--- config.mk ---
export PLATFORM = sky130hd
export DESIGN_NAME = fbrb_blend
export DESIGN_NICKNAME = d
export VERILOG_FILES = /design/src/rtl/core/fbrb_pkg.sv /design/src/rtl/core/fbrb_blend.sv
export SDC_FILE = /design/constraint.sdc
export NUM_CORES = 1
export LEC_CHECK = 0
export BUFFER_PORTS_ARGS = -buffer_cell sky130_fd_sc_hd__buf_2
export CAP_MARGIN = 20
export CORE_UTILIZATION = 60
export DETAILED_ROUTE_END_ITERATION = 12
export PLACE_DENSITY = 0.79
export REMOVE_ABC_BUFFERS = 1
export SLEW_MARGIN = 15
export SYNTH_ARGS = -nofsm -noshare
export SYNTH_HDL_FRONTEND = slang
export SYNTH_SLANG_ARGS = --single-unit
--- constraint.sdc ---
create_clock -name vclk -period 13.4
set_input_delay 2.01 -clock vclk [all_inputs]
set_output_delay 2.01 -clock vclk [all_outputs]
set_load 0.005 [all_outputs]
--- src/rtl/core/fbrb_pkg.sv ---
`timescale 1ns / 1ps
package fbrb_pkg;

  localparam logic [2:0] OP_STORE_DEST = 3'd0;
  localparam logic [2:0] OP_STORE_SRC  = 3'd1;
  localparam logic [2:0] OP_READ_DEST  = 3'd2;
  localparam logic [2:0] OP_PIXEL      = 3'd3;
  localparam logic [2:0] OP_RECT       = 3'd4;
  localparam logic [2:0] OP_CIRCLE     = 3'd5;
  localparam logic [2:0] OP_TILE       = 3'd6;
  localparam logic [2:0] OP_SPRITE     = 3'd7;

  localparam logic [1:0] REG_DEST_WIDTH  = 2'd0;
  localparam logic [1:0] REG_DEST_HEIGHT = 2'd1;
  localparam logic [1:0] REG_SRC_WIDTH   = 2'd2;
  localparam logic [1:0] REG_SRC_HEIGHT  = 2'd3;

  localparam int CFG_IDX_W  = 2;
  localparam int CFG_DATA_W = 9;

  typedef struct packed {
    logic [2:0]         opcode;
    logic signed [15:0] pos_x;
    logic signed [15:0] pos_y;
    logic [31:0]        color;
    logic signed [15:0] span_width;
    logic signed [15:0] span_height;
    logic signed [15:0] src_x;
    logic signed [15:0] src_y;
    logic [14:0]        radius;
  } fbrb_in_t;

  typedef struct packed {
    logic [31:0] pixel;
    logic        out_of_range;
  } fbrb_out_t;

  typedef struct packed {
    logic [31:0] fg;
    logic [31:0] bg;
  } fbrb_blend_req_t;

endpackage

--- src/rtl/core/fbrb_blend.sv ---
`timescale 1ns / 1ps
module fbrb_blend
  import fbrb_pkg::*;
(
  input  fbrb_blend_req_t req,
  output logic [31:0]     result
);

  function automatic logic [7:0] mix(input logic [7:0] f, input logic [7:0] b,
                                     input logic [7:0] a);
    logic [15:0] s;
    logic [24:0] q;
    s = 16'(a) * 16'(f) + 16'(8'd255 - a) * 16'(b);
    // x/255 for x < 65536: (x*0x8081)>>23
    q = 25'((32'(s) * 32'h8081) >> 23);
    mix = q[7:0];
  endfunction

  assign result = {mix(req.fg[31:24], req.bg[31:24], req.fg[7:0]),
                   mix(req.fg[23:16], req.bg[23:16], req.fg[7:0]),
                   mix(req.fg[15:8],  req.bg[15:8],  req.fg[7:0]),
                   8'hFF};

endmodule

==> out/metrics.csv, run 1 <==
metric,value,unit
synth.distinct_cells,57,
syn_inst,1868,
critPathMaxStageDelay,0.55,ns
holdCritPathClass,input pin to output port,
flops_and_latches,0,
port-buffer-count,80,
hpwl,30.5,mm
holdPathEnd,result[10],
vias_per_cell,5.36,
postRouteWirelength,35.2,mm
worstPathArrival,10.79,ns
crit_required,11.39,ns
final_area,0.0176,mm2
fp.dieH,169,um
antenna_found_initial,2,
drtAntennaViolNets,0,
drcViolationCount,0,
hold_ws,5.23,ns
finalNetCount,2652,
ioPinCount,96,
post-route-util,0.648,
final_cell_mix,"inv_1 (414), ha_1 (372), fa_1 (287)",
die_area,0.0286,mm2
crit_path_top_delay_cell,fa_1,
synth_mux_area_frac,0.00239,
synth_top_family_by_area,adder cells,
end_kind,output port,
holdCritStartpoint,req[40],
dr.pass1.iters,5,
start_util,0.617,
ctsHoldBuffers,0,
post_drt_wl_per_cell,15.3,um
seq_area_frac_synth,0,
rsz0062_at_grt,false,
hold_violations,0,
cp_max_fo,31,
min_period_over_period,0.955,
status,"finished, final reports clean",
maxCapViolations,0,
met3_usage,0.0189,
synth-xor-area-share,0.0412,
finalWeightedCongestion,0.869,
syn_area,0.0168,mm2
rows,60,
synth_compound_area_frac,0.0565,
final_common_cell,inv_1,
grt_pass1_wl,62.1,mm
cts_setup_buffers,0,
setup_violations,0,
synthAdderAreaFrac,0.620,
core_area,0.0272,mm2
first_global_vias,13400,
use_met2,0.474,
worstMarginPinSlew,0.629,ns
fin_crit,12.80,ns
slew_headroom,0.578,
yosysWarnings,0,
synthSimpleGateAreaFrac,0.174,
ff_latch_area,0,um2
criticalPathCategory,input pin to output port,
grt_use_total,0.263,
drive_above_1_share,0.0597,
fin_tns_setup,0,ns
fmax,0.0782,GHz
start_kind,input pin,
clockBufferCount,0,
slew_viol_final,0,
busiest_layer,met2,
met1_usage,0.353,
syn_to_final_growth,4.99,%
avgSynthCellArea,8.98,um2
grt_max_degree,38,
drtIter0Drc,519,
hold_depth,9,
dpl-instance-area,0.0176,mm2
grt_remaining_overflow,0,
vias,12300,
die_w,169,um
[metrics by stage]
stage	cells	worst slack [ns]
after floorplan	1827	1.58
final	2300	0.604
after detailed placement	2299	0.493
after CTS	2299	0.495
after global placement	2299	0.609
after global routing	2300	0.0206
[kinds of logic after synthesis]
group | count (synthesis)
fa+ha+maj | 659
simple gates | 528
buf+inv | 462
compound gates | 136
xor+xnor | 78
mux | 4
other cells | 1
[how the worst max path moves through the flow]
| stage | start | end | slack, ns | depth (start not counted) |
|---|---|---|---|---|
| after CTS | req[36] | result[31] | 0.49 | 37 |
| after global placement | req[36] | result[31] | 0.61 | 37 |
| after detailed placement | req[36] | result[31] | 0.49 | 37 |
| final | req[35] | result[23] | 0.60 | 36 |
| after floorplan | req[37] | result[15] | 1.58 | 32 |
| after global routing | req[37] | result[15] | 0.02 | 34 |
[area by class of cell]
type	instances	area [um2]
fill	2245	9570
inverter	414	1550
tap	372	465
antenna	1	2.50
timing repair buffer	100	553
multi-input combinational	1413	15000
[timing repair]
item                                   in CTS  in global routing
setup endpoints to repair                   0                  3
endpoints found under the hold margin       0                  0
resized for setup                           0                  1
[per-layer routing]
| layer | up-vias | part of all wire |
|---|---|---|
| met1 | 6102 | 0.44 |
| met4 | 2 | 0.013 |
| met2 | 273 | 0.50 |
| met3 | 42 | 0.045 |
| met5 | - | 0.00040 |
| li1 | 5908 | - |
[synth_stat cells, types with 2 or more instances]
master / instances / area share
nor4_1: 3 / 0.0011
and2_1: 121 / 0.045
a211o_1: 3 / 0.0016
nand4_1: 10 / 0.0037
and3_1: 2 / 0.00075
clkbuf_1: 40 / 0.0090
a311o_1: 2 / 0.0012
fa_1: 287 / 0.34
o31a_1: 2 / 0.0010
ha_1: 372 / 0.28
or2_1: 2 / 0.00075
nand2b_1: 67 / 0.025
a21o_1: 15 / 0.0067
a21boi_0: 4 / 0.0018
buf_4: 8 / 0.0036
o21bai_1: 2 / 0.00089
nand3b_1: 4 / 0.0018
nand3_1: 14 / 0.0042
or3_1: 5 / 0.0019
xnor2_1: 54 / 0.028
nor2_1: 34 / 0.0076
a211oi_2: 3 / 0.0022
mux2i_1: 4 / 0.0024
a21oi_2: 2 / 0.0010
a31o_2: 2 / 0.0010
nand2_1: 112 / 0.025
a311oi_1: 2 / 0.0010
a21oi_1: 35 / 0.010
xor2_1: 23 / 0.012
o2111ai_1: 6 / 0.0031
inv_1: 414 / 0.093
a31oi_1: 2 / 0.00075
o211ai_1: 3 / 0.0013
nor3_1: 9 / 0.0027
o21a_1: 9 / 0.0040
o21ai_0: 26 / 0.0078
a211oi_1: 6 / 0.0027
nor2b_1: 140 / 0.052
[critical path, delay by kind of cell]
family,cells,cell delay [ns]
AOI/OAI and AO/OA,7,1.64
xor gates and xnor gates,3,0.59
adders and majority gates,11,4.32
buffers and inverters,9,1.25
and+or+nand+nor,6,0.95
Power of run 1 is left out: the tool's default activity adds up to more than one toggle a clock period on the data nets, which glitch-free logic cannot reach.
==> run 2: changes to the inputs <==
--- a/config.mk
+++ b/config.mk
@@ -6,7 +6,6 @@
 export NUM_CORES = 1
 export LEC_CHECK = 0
 export BUFFER_PORTS_ARGS = -buffer_cell sky130_fd_sc_hd__buf_2
-export CAP_MARGIN = 20
 export CORE_UTILIZATION = 60
 export DETAILED_ROUTE_END_ITERATION = 12
 export PLACE_DENSITY = 0.79
==> constraint.sdc (replaced) <==
create_clock -name vclk -period 13.4
set_input_delay 2.01 -clock vclk [all_inputs]
set_output_delay 2.01 -clock vclk [all_outputs]
set_load 0.1 [all_outputs]
==> out/metrics.csv, run 2 (synthesis results as in run 1) <==
metric,value,unit,change
status,"finished, final reports clean",,unchanged
hold_violations,0,,unchanged
dpl-instance-area,0.0177,mm2,was 0.0176 mm2
post-route-worst-setup-slack,0.529,ns,was 0.604 ns
crit_path_top_delay_cell,fa_1,,unchanged
slew_headroom,0.569,,was 0.578
die_area,0.0286,mm2,unchanged
fp.dieH,169,um,unchanged
syn_to_final_growth,6.02,%,was 4.99%
antenna_found_initial,1,,was 2
postRouteWirelength,35.2,mm,about the same
drtIter0Drc,455,,was 519
busiest_layer,met2,,unchanged
final_area,0.0178,mm2,was 0.0176 mm2
post_drt_wl_per_cell,15.2,um,was 15.3 um
drcViolationCount,0,,unchanged
fin_crit,12.87,ns,was 12.80 ns
port-buffer-count,80,,unchanged
drive_above_1_share,0.0651,,was 0.0597
hold_depth,9,,unchanged
setup_violations,0,,unchanged
grt_max_degree,42,,was 38
vias,12500,,"was 12,300"
die_w,169,um,unchanged
first_global_vias,13200,,"was 13,400"
final_common_cell,inv_1,,unchanged
worstMarginPinSlew,0.641,ns,was 0.629 ns
vias_per_cell,5.40,,was 5.36
drtAntennaViolNets,0,,unchanged
worstPathArrival,10.86,ns,was 10.79 ns
critPathMaxStageDelay,0.56,ns,was 0.55 ns
place_ws,0.460,ns,was 0.493 ns
holdPathEnd,result[23],,was result[10]
fmax,0.0777,GHz,was 0.0782 GHz
start_util,0.617,,unchanged
grt_use_total,0.263,,about the same
crit_required,11.39,ns,about the same
slew_viol_final,0,,unchanged
hpwl,30.8,mm,was 30.5 mm
finalNetCount,2659,,"was 2,652"
final_cell_mix,"inv_1 (414), ha_1 (372), fa_1 (287)",,unchanged
cp_max_fo,19,,was 31
fin_tns_setup,0,ns,unchanged
ioPinCount,96,,unchanged
finalWeightedCongestion,0.903,,was 0.869
met3_usage,0.0238,,was 0.0189
grt_remaining_overflow,0,,unchanged
crit_top_cell,fa_1,,
holdCritStartpoint,req[54],,was req[40]
use_met2,0.470,,was 0.474
grt_pass1_wl,61.3,mm,was 62.1 mm
rows,60,,unchanged
maxCapViolations,0,,unchanged
end_kind,output port,,unchanged
ff_latch_area,0,um2,unchanged
core_area,0.0272,mm2,unchanged
ctsHoldBuffers,0,,unchanged
flops_and_latches,0,,unchanged
min_period_over_period,0.961,,was 0.955
holdCritPathClass,input pin to output port,,unchanged
rsz0062_at_grt,false,,unchanged
post-route-util,0.654,,was 0.648
n_fill_cell,2263,,"was 2,245"
dr.pass1.iters,5,,unchanged
met1_usage,0.352,,was 0.353
clockBufferCount,0,,unchanged
start_kind,input pin,,unchanged
criticalPathCategory,input pin to output port,,unchanged
## run 2: cell types whose count changed in the layout (fill, tap and decap cells not counted), sizes merged
cell,previous run,this run
buf,99,97
clkbuf,1,10
## run 2: worst max path at each step
stage                  from         end  slack [ns]  cells after the start
global placement    req[37]  result[15]        0.55                     34
floorplan           req[37]  result[15]        0.31                     32
global route        req[34]  result[23]       0.002                     31
CTS                 req[39]  result[23]        0.42                     31
finish              req[37]  result[15]        0.53                     34
detailed placement  req[35]  result[31]        0.46                     33
## run 2: stage by stage
step                      instances  hold WS (ns)
after floorplan                1827          5.26
after global placement         2306          5.49
after detailed placement       2306          5.51
after CTS                      2306          5.52
after global routing           2306          5.59
final                          2307          5.50
## run 2: area by class of cell
type	count	area, um2	area share
multi-input cells	1413	15100	0.847
well taps	372	465	0.0262
diodes	1	2.50	0.000141
repair buffers	107	704	0.0396
inverters	414	1550	0.0874
## run 2: what timing repair did
action | 4_1_cts | 5_1_grt
resized for setup | 0 | 15
endpoints found under the hold margin | 0 | 0
setup buffers | 0 | 0
setup endpoints to repair | 0 | 14
## run 2: critical path: cells and delay by family
kind	cells	cell delay (ns)
fa+ha+maj	11	4.61
buf+inv	7	0.73
simple gates	3	0.63
xor+xnor	3	0.59
compound gates	10	2.29
## run 2: layer usage
metal,part of all wire,vias up
met5,0.00037,-
met4,0.015,2
met1,0.44,6199
li1,-,5933
met2,0.50,280
met3,0.048,42
Power of run 2 is left out for the same reason.
==> run 3: changes to the inputs <==
--- a/config.mk
+++ b/config.mk
@@ -6,9 +6,8 @@
 export NUM_CORES = 1
 export LEC_CHECK = 0
 export BUFFER_PORTS_ARGS = -buffer_cell sky130_fd_sc_hd__buf_2
-export CORE_UTILIZATION = 60
+export CORE_UTILIZATION = 44
 export DETAILED_ROUTE_END_ITERATION = 12
-export PLACE_DENSITY = 0.79
 export REMOVE_ABC_BUFFERS = 1
 export SLEW_MARGIN = 15
 export SYNTH_ARGS = -nofsm -noshare
==> out/metrics.csv, run 3 (synthesis results as in run 1) <==
metric,value,unit,change
status,"finished, final reports clean",,unchanged
grt_use_total,0.197,,was 0.263
drcViolationCount,0,,unchanged
final_cell_mix,"inv_1 (414), ha_1 (372), fa_1 (287)",,unchanged
syn_to_final_growth,7.26,%,was 6.02%
finalWeightedCongestion,0.836,,was 0.903
grt_pass1_wl,63.1,mm,was 61.3 mm
crit_path_top_delay_cell,fa_1,,unchanged
antenna_found_initial,1,,unchanged
flops_and_latches,0,,unchanged
rows,71,,was 60
crit_required,11.39,ns,about the same
vias_per_cell,4.90,,was 5.40
dr.pass1.iters,4,,was 5
post_drt_wl_per_cell,14.6,um,was 15.2 um
port-buffer-count,80,,unchanged
finalNetCount,2665,,"was 2,659"
die_w,197,um,was 169 um
fmax,0.0776,GHz,was 0.0777 GHz
end_kind,output port,,unchanged
cp_max_fo,21,,was 19
grt_remaining_overflow,0,,unchanged
drtAntennaViolNets,0,,unchanged
first_global_vias,13100,,"was 13,200"
ctsHoldBuffers,0,,unchanged
final_common_cell,inv_1,,unchanged
crit_top_cell,fa_1,,unchanged
start_kind,input pin,,unchanged
place_ws,0.225,ns,was 0.460 ns
hold_violations,0,,unchanged
fp.dieH,197,um,was 169 um
holdCritPathClass,input pin to output port,,unchanged
post-route-util,0.479,,was 0.654
fin_tns_setup,0,ns,unchanged
slew_headroom,0.658,,was 0.569
ff_latch_area,0,um2,unchanged
critPathMaxStageDelay,0.54,ns,was 0.56 ns
postRouteWirelength,35.7,mm,was 35.2 mm
ioPinCount,96,,unchanged
hpwl,31.1,mm,was 30.8 mm
min_period_over_period,0.962,,was 0.961
criticalPathCategory,input pin to output port,,unchanged
die_area,0.0389,mm2,was 0.0286 mm2
core_area,0.0376,mm2,was 0.0272 mm2
grt_max_degree,32,,was 42
worstMarginPinSlew,0.510,ns,was 0.641 ns
setup_violations,0,,unchanged
fin_crit,12.89,ns,was 12.87 ns
vias,12000,,"was 12,500"
maxCapViolations,0,,unchanged
start_util,0.446,,was 0.617
drive_above_1_share,0.0686,,was 0.0651
drtIter0Drc,349,,was 455
slew_viol_final,0,,unchanged
post-route-worst-setup-slack,0.514,ns,was 0.529 ns
clockBufferCount,0,,unchanged
hold_ws,5.50,ns,about the same
startpoint,req[38],,was req[37]
crit_end,result[22],,was result[15]
worstPathArrival,10.88,ns,was 10.86 ns
rsz0062_at_grt,false,,unchanged
[run 3: final cells by class]
type / instances / area (um2)
fill: 3668 / 19600
multi-input combinational: 1413 / 15100
antenna: 1 / 2.50
tap: 511 / 639
inverter: 414 / 1550
timing repair buffer: 113 / 731
[run 3: metrics by stage]
step                instance area (um2)  cells
floorplan                         16600   1827
global placement                  17900   2451
detailed placement                17900   2451
CTS                               17900   2451
global route                      18000   2452
finish                            18000   2452
[run 3: worst max-delay path, delay by kind of cell]
| kind | cells | cell delay, ns |
|---|---|---|
| buf+inv | 8 | 1.61 |
| compound gates | 6 | 1.47 |
| simple gates | 6 | 0.80 |
| fa+ha+maj | 11 | 4.45 |
| xor+xnor | 3 | 0.50 |
[run 3: per-layer routing]
metal / track usage / part of all wire
met1: 0.276 / 0.49
met4: 0.0115 / 0.0064
met2: 0.355 / 0.49
met5: 0 / 0
met3: 0.00393 / 0.018
[run 3: how the worst min path moves through the flow]
| stage | slack (ns) | end | cells past startpoint | from |
|---|---|---|---|---|
| after floorplan | 5.26 | result[15] | 6 | req[39] |
| after global placement | 5.51 | result[15] | 10 | req[47] |
| after CTS | 5.54 | result[15] | 10 | req[47] |
| final | 5.50 | result[15] | 9 | req[15] |
| after global routing | 5.57 | result[31] | 8 | req[62] |
| after detailed placement | 5.53 | result[15] | 10 | req[47] |
[run 3: what timing repair did]
action,4_1_cts,5_1_grt
gates resized for setup,0,9
endpoints found under the setup margin,0,9
buffers inserted,0,0
Power of run 3 is left out for the same reason.
